File: src/hw/rtl/aof_pkg.sv
// ----------------------------------------------------------------------------
// aof_pkg
// Shared types and constants of the OBU framer: the beat formats of both
// channels, the parser phases and the per-byte event record between the
// parser and the result serializer.
// ----------------------------------------------------------------------------
package aof_pkg;

  // Width of every offset, size and length field.
  localparam int unsigned OFFSET_BITS = 24;
  localparam logic [OFFSET_BITS-1:0] LEN_MAX = {OFFSET_BITS{1'b1}};

  // Depth of the event queue between the parser and the serializer.
  localparam int unsigned QUEUE_DEPTH = 4;

  // OBU type codes that the framer reacts to.
  localparam logic [3:0] OBU_SEQ_HDR  = 4'd1;
  localparam logic [3:0] OBU_TD       = 4'd2;
  localparam logic [3:0] OBU_FHDR     = 4'd3;
  localparam logic [3:0] OBU_TILE_GRP = 4'd4;
  localparam logic [3:0] OBU_FRM      = 4'd6;

  // Bit positions in the frame content flags.
  localparam int unsigned FL_SEQ  = 0;
  localparam int unsigned FL_FHDR = 1;
  localparam int unsigned FL_DATA = 2;

  // Result kinds.
  localparam logic KIND_OBU   = 1'b0;
  localparam logic KIND_FRAME = 1'b1;

  // Parser phase within one OBU.
  typedef enum logic [1:0] {
    PH_HEADER,
    PH_EXT,
    PH_LEB,
    PH_PAYLOAD
  } phase_t;

  // Input beat: one packet byte.
  typedef struct packed {
    logic [7:0] data_byte;
    logic       packet_end;
  } obu_in_t;

  // Output beat: one OBU descriptor or one frame record.
  typedef struct packed {
    logic                   kind;
    logic [3:0]             obu_type;
    logic [OFFSET_BITS-1:0] obu_offset;
    logic [OFFSET_BITS-1:0] obu_len;
    logic [OFFSET_BITS-1:0] pay_offset;
    logic [OFFSET_BITS-1:0] pay_len;
    logic [OFFSET_BITS-1:0] frame_length;
    logic                   saw_sequence_header;
    logic                   saw_frame_header;
    logic                   saw_frame_data;
    logic                   ends_packet;
    logic                   last;
  } obu_out_t;

  // Everything that one input byte causes: an optional frame close, an
  // optional OBU descriptor and an optional packet-end frame record.
  typedef struct packed {
    logic                   has_close;
    logic                   has_desc;
    logic                   has_end;
    logic [OFFSET_BITS-1:0] close_len;
    logic [2:0]             close_flags;
    logic [3:0]             obu_type;
    logic [OFFSET_BITS-1:0] obu_offset;
    logic [OFFSET_BITS-1:0] obu_len;
    logic [OFFSET_BITS-1:0] pay_offset;
    logic [OFFSET_BITS-1:0] pay_len;
    logic [OFFSET_BITS-1:0] end_len;
    logic [2:0]             end_flags;
  } obu_event_t;

endpackage

File: src/hw/rtl/aof_front.sv
// ----------------------------------------------------------------------------
// aof_front
// Byte parser. Walks the OBU header, extension byte, LEB128 size and payload,
// keeps the frame byte count and content flags, and turns each byte into at
// most one event record for the serializer.
// ----------------------------------------------------------------------------
module aof_front
  import aof_pkg::*;
#(
  parameter int unsigned LEB_BYTES_MAX = 8
) (
  input  logic       clk,
  input  logic       rst_n,
  input  logic       in_valid,
  output logic       in_ready,
  input  obu_in_t    in_data,
  output logic       ev_push,
  output obu_event_t ev_data,
  input  logic       ev_full
);

  localparam int unsigned LEBW = 7 * LEB_BYTES_MAX;
  localparam int unsigned LCW  = $clog2(LEB_BYTES_MAX + 1);
  localparam int unsigned EXTW = (LEBW > OFFSET_BITS) ? LEBW : OFFSET_BITS + 1;
  localparam int unsigned OB   = OFFSET_BITS;

  phase_t          phase_r, phase_nxt;
  logic [3:0]      type_r, type_nxt;
  logic            size_r, size_nxt;
  logic [LEBW-1:0] leb_r, leb_nxt;
  logic [LCW-1:0]  leb_cnt_r, leb_cnt_nxt;
  logic [3:0]      hdr_r, hdr_nxt;
  logic [OB-1:0]   left_r, left_nxt;
  logic [OB-1:0]   cnt_r, cnt_nxt;
  logic [OB-1:0]   fb_r, fb_nxt;
  logic [2:0]      flags_r, flags_nxt;

  logic            accept;
  logic [7:0]      b;
  logic            pend;
  logic            done;
  logic [3:0]      hb;
  logic [3:0]      type_cur;
  logic [OB-1:0]   psize;
  logic [LEBW-1:0] leb_new;
  logic [EXTW-1:0] leb_ext;
  logic [OB-1:0]   leb_sat;
  logic            leb_fin;
  logic [OB-1:0]   left_dec;
  logic [OB-1:0]   cnt_inc;
  logic [OB:0]     osize;
  logic            is_close;
  logic [OB-1:0]   fb_eff;
  logic [OB+1:0]   fb_sum;
  logic [OB-1:0]   fb_after;
  logic [2:0]      flags_after;
  logic [OB-1:0]   fb_cur;
  logic [2:0]      flags_cur;
  logic            has_end;

  assign in_ready = !ev_full;
  assign accept   = in_valid && in_ready;
  assign b        = in_data.data_byte;
  assign pend     = in_data.packet_end;

  // Merge the current LEB128 byte into its 7-bit group.
  always_comb begin
    leb_new = leb_r;
    for (int k = 0; k < LEB_BYTES_MAX; k++) begin
      if (leb_cnt_r == LCW'(k)) begin
        leb_new[7*k +: 7] = leb_r[7*k +: 7] | b[6:0];
      end
    end
    leb_ext = EXTW'(leb_new);
    leb_sat = (|leb_ext[EXTW-1:OB]) ? LEN_MAX : leb_ext[OB-1:0];
    leb_fin = !b[7] || (leb_cnt_r == LCW'(LEB_BYTES_MAX - 1));
  end

  // Saturating payload counters.
  assign left_dec = (left_r != '0) ? left_r - OB'(1) : left_r;
  assign cnt_inc  = (cnt_r == LEN_MAX) ? cnt_r : cnt_r + OB'(1);

  // Phase register and parser state.
  always_ff @(posedge clk) begin
    if (!rst_n) begin
      phase_r   <= PH_HEADER;
      type_r    <= '0;
      size_r    <= 1'b0;
      leb_r     <= '0;
      leb_cnt_r <= '0;
      hdr_r     <= '0;
      left_r    <= '0;
      cnt_r     <= '0;
      fb_r      <= '0;
      flags_r   <= '0;
    end else begin
      phase_r   <= phase_nxt;
      type_r    <= type_nxt;
      size_r    <= size_nxt;
      leb_r     <= leb_nxt;
      leb_cnt_r <= leb_cnt_nxt;
      hdr_r     <= hdr_nxt;
      left_r    <= left_nxt;
      cnt_r     <= cnt_nxt;
      fb_r      <= fb_nxt;
      flags_r   <= flags_nxt;
    end
  end

  // Next state and the event record for the accepted byte.
  always_comb begin
    phase_nxt   = phase_r;
    type_nxt    = type_r;
    size_nxt    = size_r;
    leb_nxt     = leb_r;
    leb_cnt_nxt = leb_cnt_r;
    hdr_nxt     = hdr_r;
    left_nxt    = left_r;
    cnt_nxt     = cnt_r;
    fb_nxt      = fb_r;
    flags_nxt   = flags_r;
    done        = 1'b0;
    hb          = hdr_r;
    psize       = '0;

    case (phase_r)
      PH_HEADER: begin
        type_nxt    = b[6:3];
        size_nxt    = b[1];
        hb          = 4'd1;
        hdr_nxt     = 4'd1;
        leb_nxt     = '0;
        leb_cnt_nxt = '0;
        left_nxt    = '0;
        cnt_nxt     = '0;
        if (b[2]) begin
          phase_nxt = PH_EXT;
        end else begin
          phase_nxt = b[1] ? PH_LEB : PH_PAYLOAD;
          done      = pend;
        end
      end
      PH_EXT: begin
        hb        = hdr_r + 4'd1;
        hdr_nxt   = hb;
        phase_nxt = size_r ? PH_LEB : PH_PAYLOAD;
        done      = pend;
      end
      PH_LEB: begin
        hb          = hdr_r + 4'd1;
        hdr_nxt     = hb;
        leb_nxt     = leb_new;
        leb_cnt_nxt = leb_cnt_r + LCW'(1);
        if (leb_fin) begin
          left_nxt = leb_sat;
          cnt_nxt  = leb_sat;
          if (leb_new == '0) begin
            done = 1'b1;
          end else begin
            phase_nxt = PH_PAYLOAD;
          end
        end
        // An unfinished size that reads zero at the packet end still completes the OBU.
        if (pend && leb_new == '0) begin
          done = 1'b1;
        end
      end
      PH_PAYLOAD: begin
        if (size_r) begin
          left_nxt = left_dec;
          done     = (left_dec == '0);
          psize    = cnt_r;
        end else begin
          cnt_nxt = cnt_inc;
          done    = pend;
          psize   = cnt_inc;
        end
      end
      default: begin
        phase_nxt = PH_HEADER;
      end
    endcase

    type_cur = type_nxt;

    // Completed OBU: optional frame close, then the descriptor.
    is_close    = (type_cur inside {OBU_TD, OBU_FHDR, OBU_FRM}) &&
                  (flags_r[FL_FHDR] || flags_r[FL_DATA]);
    osize       = (OB + 1)'(hb) + (OB + 1)'(psize);
    fb_eff      = is_close ? '0 : fb_r;
    fb_sum      = (OB + 2)'(fb_eff) + (OB + 2)'(osize);
    fb_after    = (|fb_sum[OB+1:OB]) ? LEN_MAX : fb_sum[OB-1:0];
    flags_after = is_close ? 3'b000 : flags_r;
    if (type_cur == OBU_SEQ_HDR) begin
      flags_after[FL_SEQ] = 1'b1;
    end
    if (type_cur == OBU_FHDR) begin
      flags_after[FL_FHDR] = 1'b1;
    end
    if (type_cur == OBU_FRM || type_cur == OBU_TILE_GRP) begin
      flags_after[FL_DATA] = 1'b1;
    end

    if (done) begin
      phase_nxt   = PH_HEADER;
      hdr_nxt     = '0;
      leb_nxt     = '0;
      leb_cnt_nxt = '0;
      left_nxt    = '0;
      cnt_nxt     = '0;
      fb_nxt      = fb_after;
      flags_nxt   = flags_after;
    end

    fb_cur    = done ? fb_after : fb_r;
    flags_cur = done ? flags_after : flags_r;
    has_end   = pend && (fb_cur != '0);

    // Packet end clears everything.
    if (pend) begin
      phase_nxt   = PH_HEADER;
      type_nxt    = '0;
      size_nxt    = 1'b0;
      leb_nxt     = '0;
      leb_cnt_nxt = '0;
      hdr_nxt     = '0;
      left_nxt    = '0;
      cnt_nxt     = '0;
      fb_nxt      = '0;
      flags_nxt   = '0;
    end

    // A stalled or idle cycle keeps the state.
    if (!accept) begin
      phase_nxt   = phase_r;
      type_nxt    = type_r;
      size_nxt    = size_r;
      leb_nxt     = leb_r;
      leb_cnt_nxt = leb_cnt_r;
      hdr_nxt     = hdr_r;
      left_nxt    = left_r;
      cnt_nxt     = cnt_r;
      fb_nxt      = fb_r;
      flags_nxt   = flags_r;
    end

    ev_data.has_close   = done && is_close;
    ev_data.has_desc    = done;
    ev_data.has_end     = has_end;
    ev_data.close_len   = fb_r;
    ev_data.close_flags = flags_r;
    ev_data.obu_type    = type_cur;
    ev_data.obu_offset  = fb_eff;
    ev_data.obu_len     = osize[OB-1:0];
    ev_data.pay_offset  = fb_eff + OB'(hb);
    ev_data.pay_len     = psize;
    ev_data.end_len     = fb_cur;
    ev_data.end_flags   = flags_cur;
    ev_push             = accept && (done || has_end);
  end

endmodule

File: src/hw/rtl/aof_queue.sv
// ----------------------------------------------------------------------------
// aof_queue
// Small event queue between the parser and the serializer, so that a byte
// that causes several results does not hold up the byte stream.
// ----------------------------------------------------------------------------
module aof_queue
  import aof_pkg::*;
(
  input  logic       clk,
  input  logic       rst_n,
  input  logic       push,
  input  obu_event_t push_data,
  output logic       full,
  input  logic       pop,
  output logic       head_valid,
  output obu_event_t head_data
);

  localparam int unsigned QAW = $clog2(QUEUE_DEPTH);

  obu_event_t       mem_r [QUEUE_DEPTH];
  logic [QAW-1:0]   wr_ptr_r, wr_ptr_nxt;
  logic [QAW-1:0]   rd_ptr_r, rd_ptr_nxt;
  logic [QAW:0]     count_r, count_nxt;
  logic             do_push;
  logic             do_pop;

  assign full       = (count_r == (QAW + 1)'(QUEUE_DEPTH));
  assign head_valid = (count_r != '0);
  assign head_data  = mem_r[rd_ptr_r];
  assign do_push    = push && !full;
  assign do_pop     = pop && head_valid;

  // Pointer and fill count update.
  always_comb begin
    wr_ptr_nxt = do_push ? wr_ptr_r + QAW'(1) : wr_ptr_r;
    rd_ptr_nxt = do_pop ? rd_ptr_r + QAW'(1) : rd_ptr_r;
    count_nxt  = count_r;
    if (do_push && !do_pop) begin
      count_nxt = count_r + (QAW + 1)'(1);
    end else if (do_pop && !do_push) begin
      count_nxt = count_r - (QAW + 1)'(1);
    end
  end

  always_ff @(posedge clk) begin
    if (!rst_n) begin
      wr_ptr_r <= '0;
      rd_ptr_r <= '0;
      count_r  <= '0;
    end else begin
      wr_ptr_r <= wr_ptr_nxt;
      rd_ptr_r <= rd_ptr_nxt;
      count_r  <= count_nxt;
    end
  end

  // Entry storage.
  always_ff @(posedge clk) begin
    if (do_push) begin
      mem_r[wr_ptr_r] <= push_data;
    end
  end

endmodule

File: src/hw/rtl/aof_back.sv
// ----------------------------------------------------------------------------
// aof_back
// Result serializer. Expands the event at the head of the queue into one to
// three result beats, in the order frame close, descriptor, packet end, and
// holds each beat in the output register until it is taken.
// ----------------------------------------------------------------------------
module aof_back
  import aof_pkg::*;
(
  input  logic       clk,
  input  logic       rst_n,
  input  logic       ev_valid,
  input  obu_event_t ev_data,
  output logic       ev_pop,
  output logic       out_valid,
  input  logic       out_ready,
  output obu_out_t   out_data
);

  logic       out_valid_r, out_valid_nxt;
  obu_out_t   out_data_r, out_data_nxt;
  logic [2:0] sent_r, sent_nxt;
  logic [2:0] rem;
  logic [2:0] pick;
  logic       load;
  logic       emit;
  logic       last;

  assign out_valid = out_valid_r;
  assign out_data  = out_data_r;

  // Choose the next record of the head event and build its beat.
  always_comb begin
    rem  = {ev_data.has_end, ev_data.has_desc, ev_data.has_close} & ~sent_r;
    load = !out_valid_r || out_ready;
    emit = ev_valid && load;
    if (rem[0]) begin
      pick = 3'b001;
    end else if (rem[1]) begin
      pick = 3'b010;
    end else begin
      pick = 3'b100;
    end
    last   = ((rem & ~pick) == 3'b000);
    ev_pop = emit && last;

    out_data_nxt = '0;
    out_data_nxt.last = last;
    if (pick[1]) begin
      out_data_nxt.kind       = KIND_OBU;
      out_data_nxt.obu_type   = ev_data.obu_type;
      out_data_nxt.obu_offset = ev_data.obu_offset;
      out_data_nxt.obu_len    = ev_data.obu_len;
      out_data_nxt.pay_offset = ev_data.pay_offset;
      out_data_nxt.pay_len    = ev_data.pay_len;
    end else if (pick[0]) begin
      out_data_nxt.kind                = KIND_FRAME;
      out_data_nxt.frame_length        = ev_data.close_len;
      out_data_nxt.saw_sequence_header = ev_data.close_flags[FL_SEQ];
      out_data_nxt.saw_frame_header    = ev_data.close_flags[FL_FHDR];
      out_data_nxt.saw_frame_data      = ev_data.close_flags[FL_DATA];
    end else begin
      out_data_nxt.kind                = KIND_FRAME;
      out_data_nxt.frame_length        = ev_data.end_len;
      out_data_nxt.saw_sequence_header = ev_data.end_flags[FL_SEQ];
      out_data_nxt.saw_frame_header    = ev_data.end_flags[FL_FHDR];
      out_data_nxt.saw_frame_data      = ev_data.end_flags[FL_DATA];
      out_data_nxt.ends_packet         = 1'b1;
    end

    if (ev_pop) begin
      sent_nxt = 3'b000;
    end else if (emit) begin
      sent_nxt = sent_r | pick;
    end else begin
      sent_nxt = sent_r;
    end

    if (emit) begin
      out_valid_nxt = 1'b1;
    end else if (out_ready) begin
      out_valid_nxt = 1'b0;
    end else begin
      out_valid_nxt = out_valid_r;
    end
  end

  // Control registers.
  always_ff @(posedge clk) begin
    if (!rst_n) begin
      out_valid_r <= 1'b0;
      sent_r      <= 3'b000;
    end else begin
      out_valid_r <= out_valid_nxt;
      sent_r      <= sent_nxt;
    end
  end

  // Output beat register.
  always_ff @(posedge clk) begin
    if (emit) begin
      out_data_r <= out_data_nxt;
    end
  end

endmodule

File: src/hw/rtl/av1_obu_framer.sv
// ----------------------------------------------------------------------------
// av1_obu_framer
// Streaming OBU framer: parses OBU headers and LEB128 sizes from a packet
// byte stream and reports OBU descriptors and closed frame records.
//
//   Channel  Direction  Payload    Beat
//   in_      input      obu_in_t   one packet byte, packet_end on the last
//   out_     output     obu_out_t  one OBU descriptor or one frame record
//
// The parser takes one byte per cycle while the event queue has room. The
// serializer sends one result beat per cycle while the output is taken, so
// a byte that causes two or three results holds the queue head until its
// last beat is sent. Reset (rst_n low, synchronous) empties the queue and
// the output register and puts the parser back to the start of a packet.
// Output stalls back up through the queue to in_ready only once the queue
// is full.
// ----------------------------------------------------------------------------
module av1_obu_framer
  import aof_pkg::*;
#(
  parameter int unsigned LEB_BYTES_MAX = 8
) (
  input  logic     clk,
  input  logic     rst_n,
  input  logic     in_valid,
  output logic     in_ready,
  input  obu_in_t  in_data,
  output logic     out_valid,
  input  logic     out_ready,
  output obu_out_t out_data
);

  logic       ev_push;
  obu_event_t ev_push_data;
  logic       ev_full;
  logic       ev_pop;
  logic       ev_valid;
  obu_event_t ev_head;

  // Byte parser.
  aof_front #(
    .LEB_BYTES_MAX(LEB_BYTES_MAX)
  ) u_front (
    .clk      (clk),
    .rst_n    (rst_n),
    .in_valid (in_valid),
    .in_ready (in_ready),
    .in_data  (in_data),
    .ev_push  (ev_push),
    .ev_data  (ev_push_data),
    .ev_full  (ev_full)
  );

  // Event queue.
  aof_queue u_queue (
    .clk        (clk),
    .rst_n      (rst_n),
    .push       (ev_push),
    .push_data  (ev_push_data),
    .full       (ev_full),
    .pop        (ev_pop),
    .head_valid (ev_valid),
    .head_data  (ev_head)
  );

  // Result serializer.
  aof_back u_back (
    .clk       (clk),
    .rst_n     (rst_n),
    .ev_valid  (ev_valid),
    .ev_data   (ev_head),
    .ev_pop    (ev_pop),
    .out_valid (out_valid),
    .out_ready (out_ready),
    .out_data  (out_data)
  );

endmodule

File: config.mk
export PLATFORM = sky130hd
export DESIGN_NAME = av1_obu_framer
export DESIGN_NICKNAME = d
export VERILOG_FILES = /design/src/hw/rtl/aof_pkg.sv /design/src/hw/rtl/aof_front.sv /design/src/hw/rtl/aof_queue.sv /design/src/hw/rtl/aof_back.sv /design/src/hw/rtl/av1_obu_framer.sv
export SDC_FILE = /design/constraint.sdc
export NUM_CORES = 1
export LEC_CHECK = 0
export BUFFER_PORTS_ARGS = -buffer_cell sky130_fd_sc_hd__buf_2
export CORE_MARGIN = 1.5
export CORE_UTILIZATION = 30
export CTS_CLUSTER_DIAMETER = 80
export CTS_CLUSTER_SIZE = 25
export DETAILED_ROUTE_END_ITERATION = 8
export PLACE_DENSITY = 0.47
export SLEW_MARGIN = 20
export SYNTH_ARGS = -nofsm -noshare
export SYNTH_HDL_FRONTEND = slang
export SYNTH_SLANG_ARGS = --single-unit
File: constraint.sdc
create_clock -name clk -period 13.3 [get_ports clk]
set_input_delay 1.33 -clock clk [delete_from_list [all_inputs] [get_ports clk]]
set_output_delay 1.33 -clock clk [all_outputs]
set_load 0.01 [all_outputs]
==> metrics.yaml <==
timing:
  skew_ns: 0.04732
  tightest_slew_ns: 1.273
  drv_slew: 0
  fin_crit_ns: 7.674
  final-setup-viol-count: 0
  fmax_mhz: 130.3
  finalSetupTns_ns: 0
  finalHoldViolCount: 0
  rsz0062_at_grt: "no"
  relSlewSlack: 0.1435
  finalCritPeriodShare: 0.5770
yosys:
  synthSimpleGateAreaFrac: 0.1002
  synth-compound-area-share: 0.08991
  synth.distinct_cells: 108
  postSynthCellCount: 2675
  synth_most_common_cell: "edfxtp_1"
  ys.flop_type: "edfxtp_1"
  yosysTopAreaCell: "edfxtp_1"
  synth_seq_area_share: 0.6569
  synth_top_area_frac: 0.5763
  synth-adder-area-share: 0.01673
  synth_mux_area_frac: 0.09406
  synth_common_cells: "758 x edfxtp_1, 178 x nor2_1, 159 x dfxtp_1"
  synth_area_leaders: "edfxtp_1 58%, mux4_2 9.0%, dfxtp_1 8.1%"
  synth_top_family_by_area: "simple AND/OR/NAND/NOR gates"
  async_flop_share: 0
  ys_seq_elements: 917
  synth_edf_count: 758
  syn_avg_cell_area_um2: 14.76
  yosys_warnings: 0
  syn-num-nets: 2739
  synth_area_mm2: 0.03950
  synth_xor_area_frac: 0.02040
run:
  maxCapViolCount: 0
power_and_ir_drop:
  ir_worst_vdd_v: 0.00009686
  power_mw: 6.923
  p_leak_nw: 14.68
  p_per_area_mw_per_mm2: 157.2
global_routing:
  grt_pass1_wl_mm: 159.7
  grt_use_total: 0.1570
  grt_max_degree: 97
  grt_pass1_vias: 23660
  grt_overflow_total: 0
  antenna_found_initial: 2
finish:
  final_area_mm2: 0.04403
  final_nets: 2822
  postLayoutCoreUtil: 0.3383
  antenna_cells: 0
  layout-drive-gt1-share: 0.1824
  layout.cells.non_filler: 4543
  syn2layout_area_growth_pct: 11.47
floorplan:
  die_y_um: 365.8
  num_rows: 132
  core-area_mm2: 0.1301
  io-pin-count: 145
  die_x_um: 365.8
  dieArea_mm2: 0.1338
  initial_core_util: 0.3035
placement:
  place_inst: 4442
  placed_cell_area_mm2: 0.04211
  routabilityCongestion: 0.8507
  numPortBuffers: 144
  hpwl_mm: 70.03
cts:
  cts_made_buffers: 55
  cts-hold-fix-buffers: 0
  cts.sinks: 917
  post_cts_buffers: 0
  postCtsResizedCells: 0
  clk_path_buf_depth: 3
  htreeDepth: 2
  insertion_delay_ns: 0.70
  cts_tree: "done"
  cts-root-buf: "clkbuf_16"
  clk_pin_slew_ns: 0.10
outcome:
  status: "completed"
worst_setup_path:
  startpoint: "u_front.cnt_r[0]"
  critPathArrivalTime_ns: 8.12
  timing.rr.start: "u_front.cnt_r[0]"
  critPathLaunchType: "register"
  endpoint_kind: "register"
  cp.required_ns: 13.75
  crit_path_max_fanout: 43
  critPathKind: "register to register"
route:
  drt_iter0_drc: 1749
  postRouteAntennaNets: 0
  via_per_inst: 5.125
  drc: 0
  firstDrtPassIters: 7
  vias: 23280
  wirelength_mm: 107.1
  wire_per_inst_um: 23.57
worst_hold_path:
  min_from: "u_back.sent_r[2]"
  hp-class: "register to register"
-- per-stage QoR --
step           hold WS (ns)  setup slack [ns]
2_1_floorplan        0.4125             3.328
3_3_place_gp         0.4219             5.798
3_5_place_dp         0.4483             5.688
4_1_cts              0.4624             5.682
5_1_grt              0.4874             5.034
6_report             0.4553             5.626
-- logic make-up after synthesis --
kind of cell             after synthesis
AND/OR/NAND/NOR                      741
AO/OA/AOI/OAI                        493
XOR/XNOR                              92
adder cells (fa/ha/maj)               51
buffers and inverters                207
multiplexers                         174
flip-flops                           917
-- path summary, 6_finish.rpt --
kind	slack [ns]	endpoint	cells after the start
worst min-delay path	0.46	u_back.sent_r[2]	2
worst max register to register	5.63	u_queue.mem_r[1][20]	22
worst min register to register	0.46	u_back.sent_r[2]	2
worst max-delay path	5.63	u_queue.mem_r[1][20]	22
-- metal layers --
layer	global-route usage	wire length, µm	vias to the layer above
met4	0.03654	2240	2
met2	0.2700	53540	565
met5	0	13	-
met1	0.2086	46570	12070
met3	0.02203	4726	122
li1	-	-	10520
-- worst max-delay path: stages (launching register included) --
cell,delay [ns]
dfxtp_1,0.41
ha_1,0.23
nand4_1,0.18
nor4_4,0.72
a21oi_1,0.37
xnor2_1,0.22
nor2_1,0.31
ha_1,0.25
a211oi_1,0.06
o31a_1,0.33
or3_1,0.47
nor4_4,0.42
mux2i_1,0.47
ha_1,0.39
and3_1,0.26
a31o_2,0.26
a31o_2,0.26
o41a_1,0.36
a21o_1,0.20
a21oi_1,0.15
mux2_4,0.56
nand3_1,0.20
mux2_2,0.35
-- power by group --
group | leakage (nW) | internal [mW] | total [mW] | switching (mW)
clock network | 0.916 | 0.853 | 1.92 | 1.07
registers | 8.31 | 3.51 | 3.63 | 0.117
logic | 5.46 | 0.524 | 1.38 | 0.854
total | 14.7 | 4.89 | 6.92 | 2.04
-- sequential cells by signal (all words and copies together), names as in the netlist, named ones only --
name and cells:
u_back.out_valid 1, u_front.fb_r 24, u_front.size_r 1, u_front.leb_cnt_r 4, u_front.left_r 24, u_queue.rd_ptr_r 2, u_queue.wr_ptr_r 2, u_front.leb_r 56
u_front.phase_r 2, u_queue.mem_r 628, u_front.hdr_r 4, u_front.type_r 4, u_back.sent_r 3, u_front.flags_r 3, u_front.cnt_r 24, u_back.out_data 130
u_queue.count_r 3
-- layout by cell type (no fill, tap or decap), drive strengths merged, types with 59 or more instances in the layout --
master  instances
edfxtp        758
buf           189
nor2          181
dfxtp         159
mux4          157
nand2         134
nor2b         133
a21oi         118
a31oi          96
clkbuf         65
inv            60
xnor2          59
-- area by class of cell --
cell class | count | area, µm²
inverters | 44 | 167.7
flip-flops and latches | 917 | 25950
clock inverters | 35 | 456.7
clock buffers | 65 | 1435
fillers | 12660 | 86120
repair buffers | 189 | 1084
well taps | 1742 | 2180
multi-input cells | 1551 | 12750
Note: power is estimated with default switching activity, not from simulation.
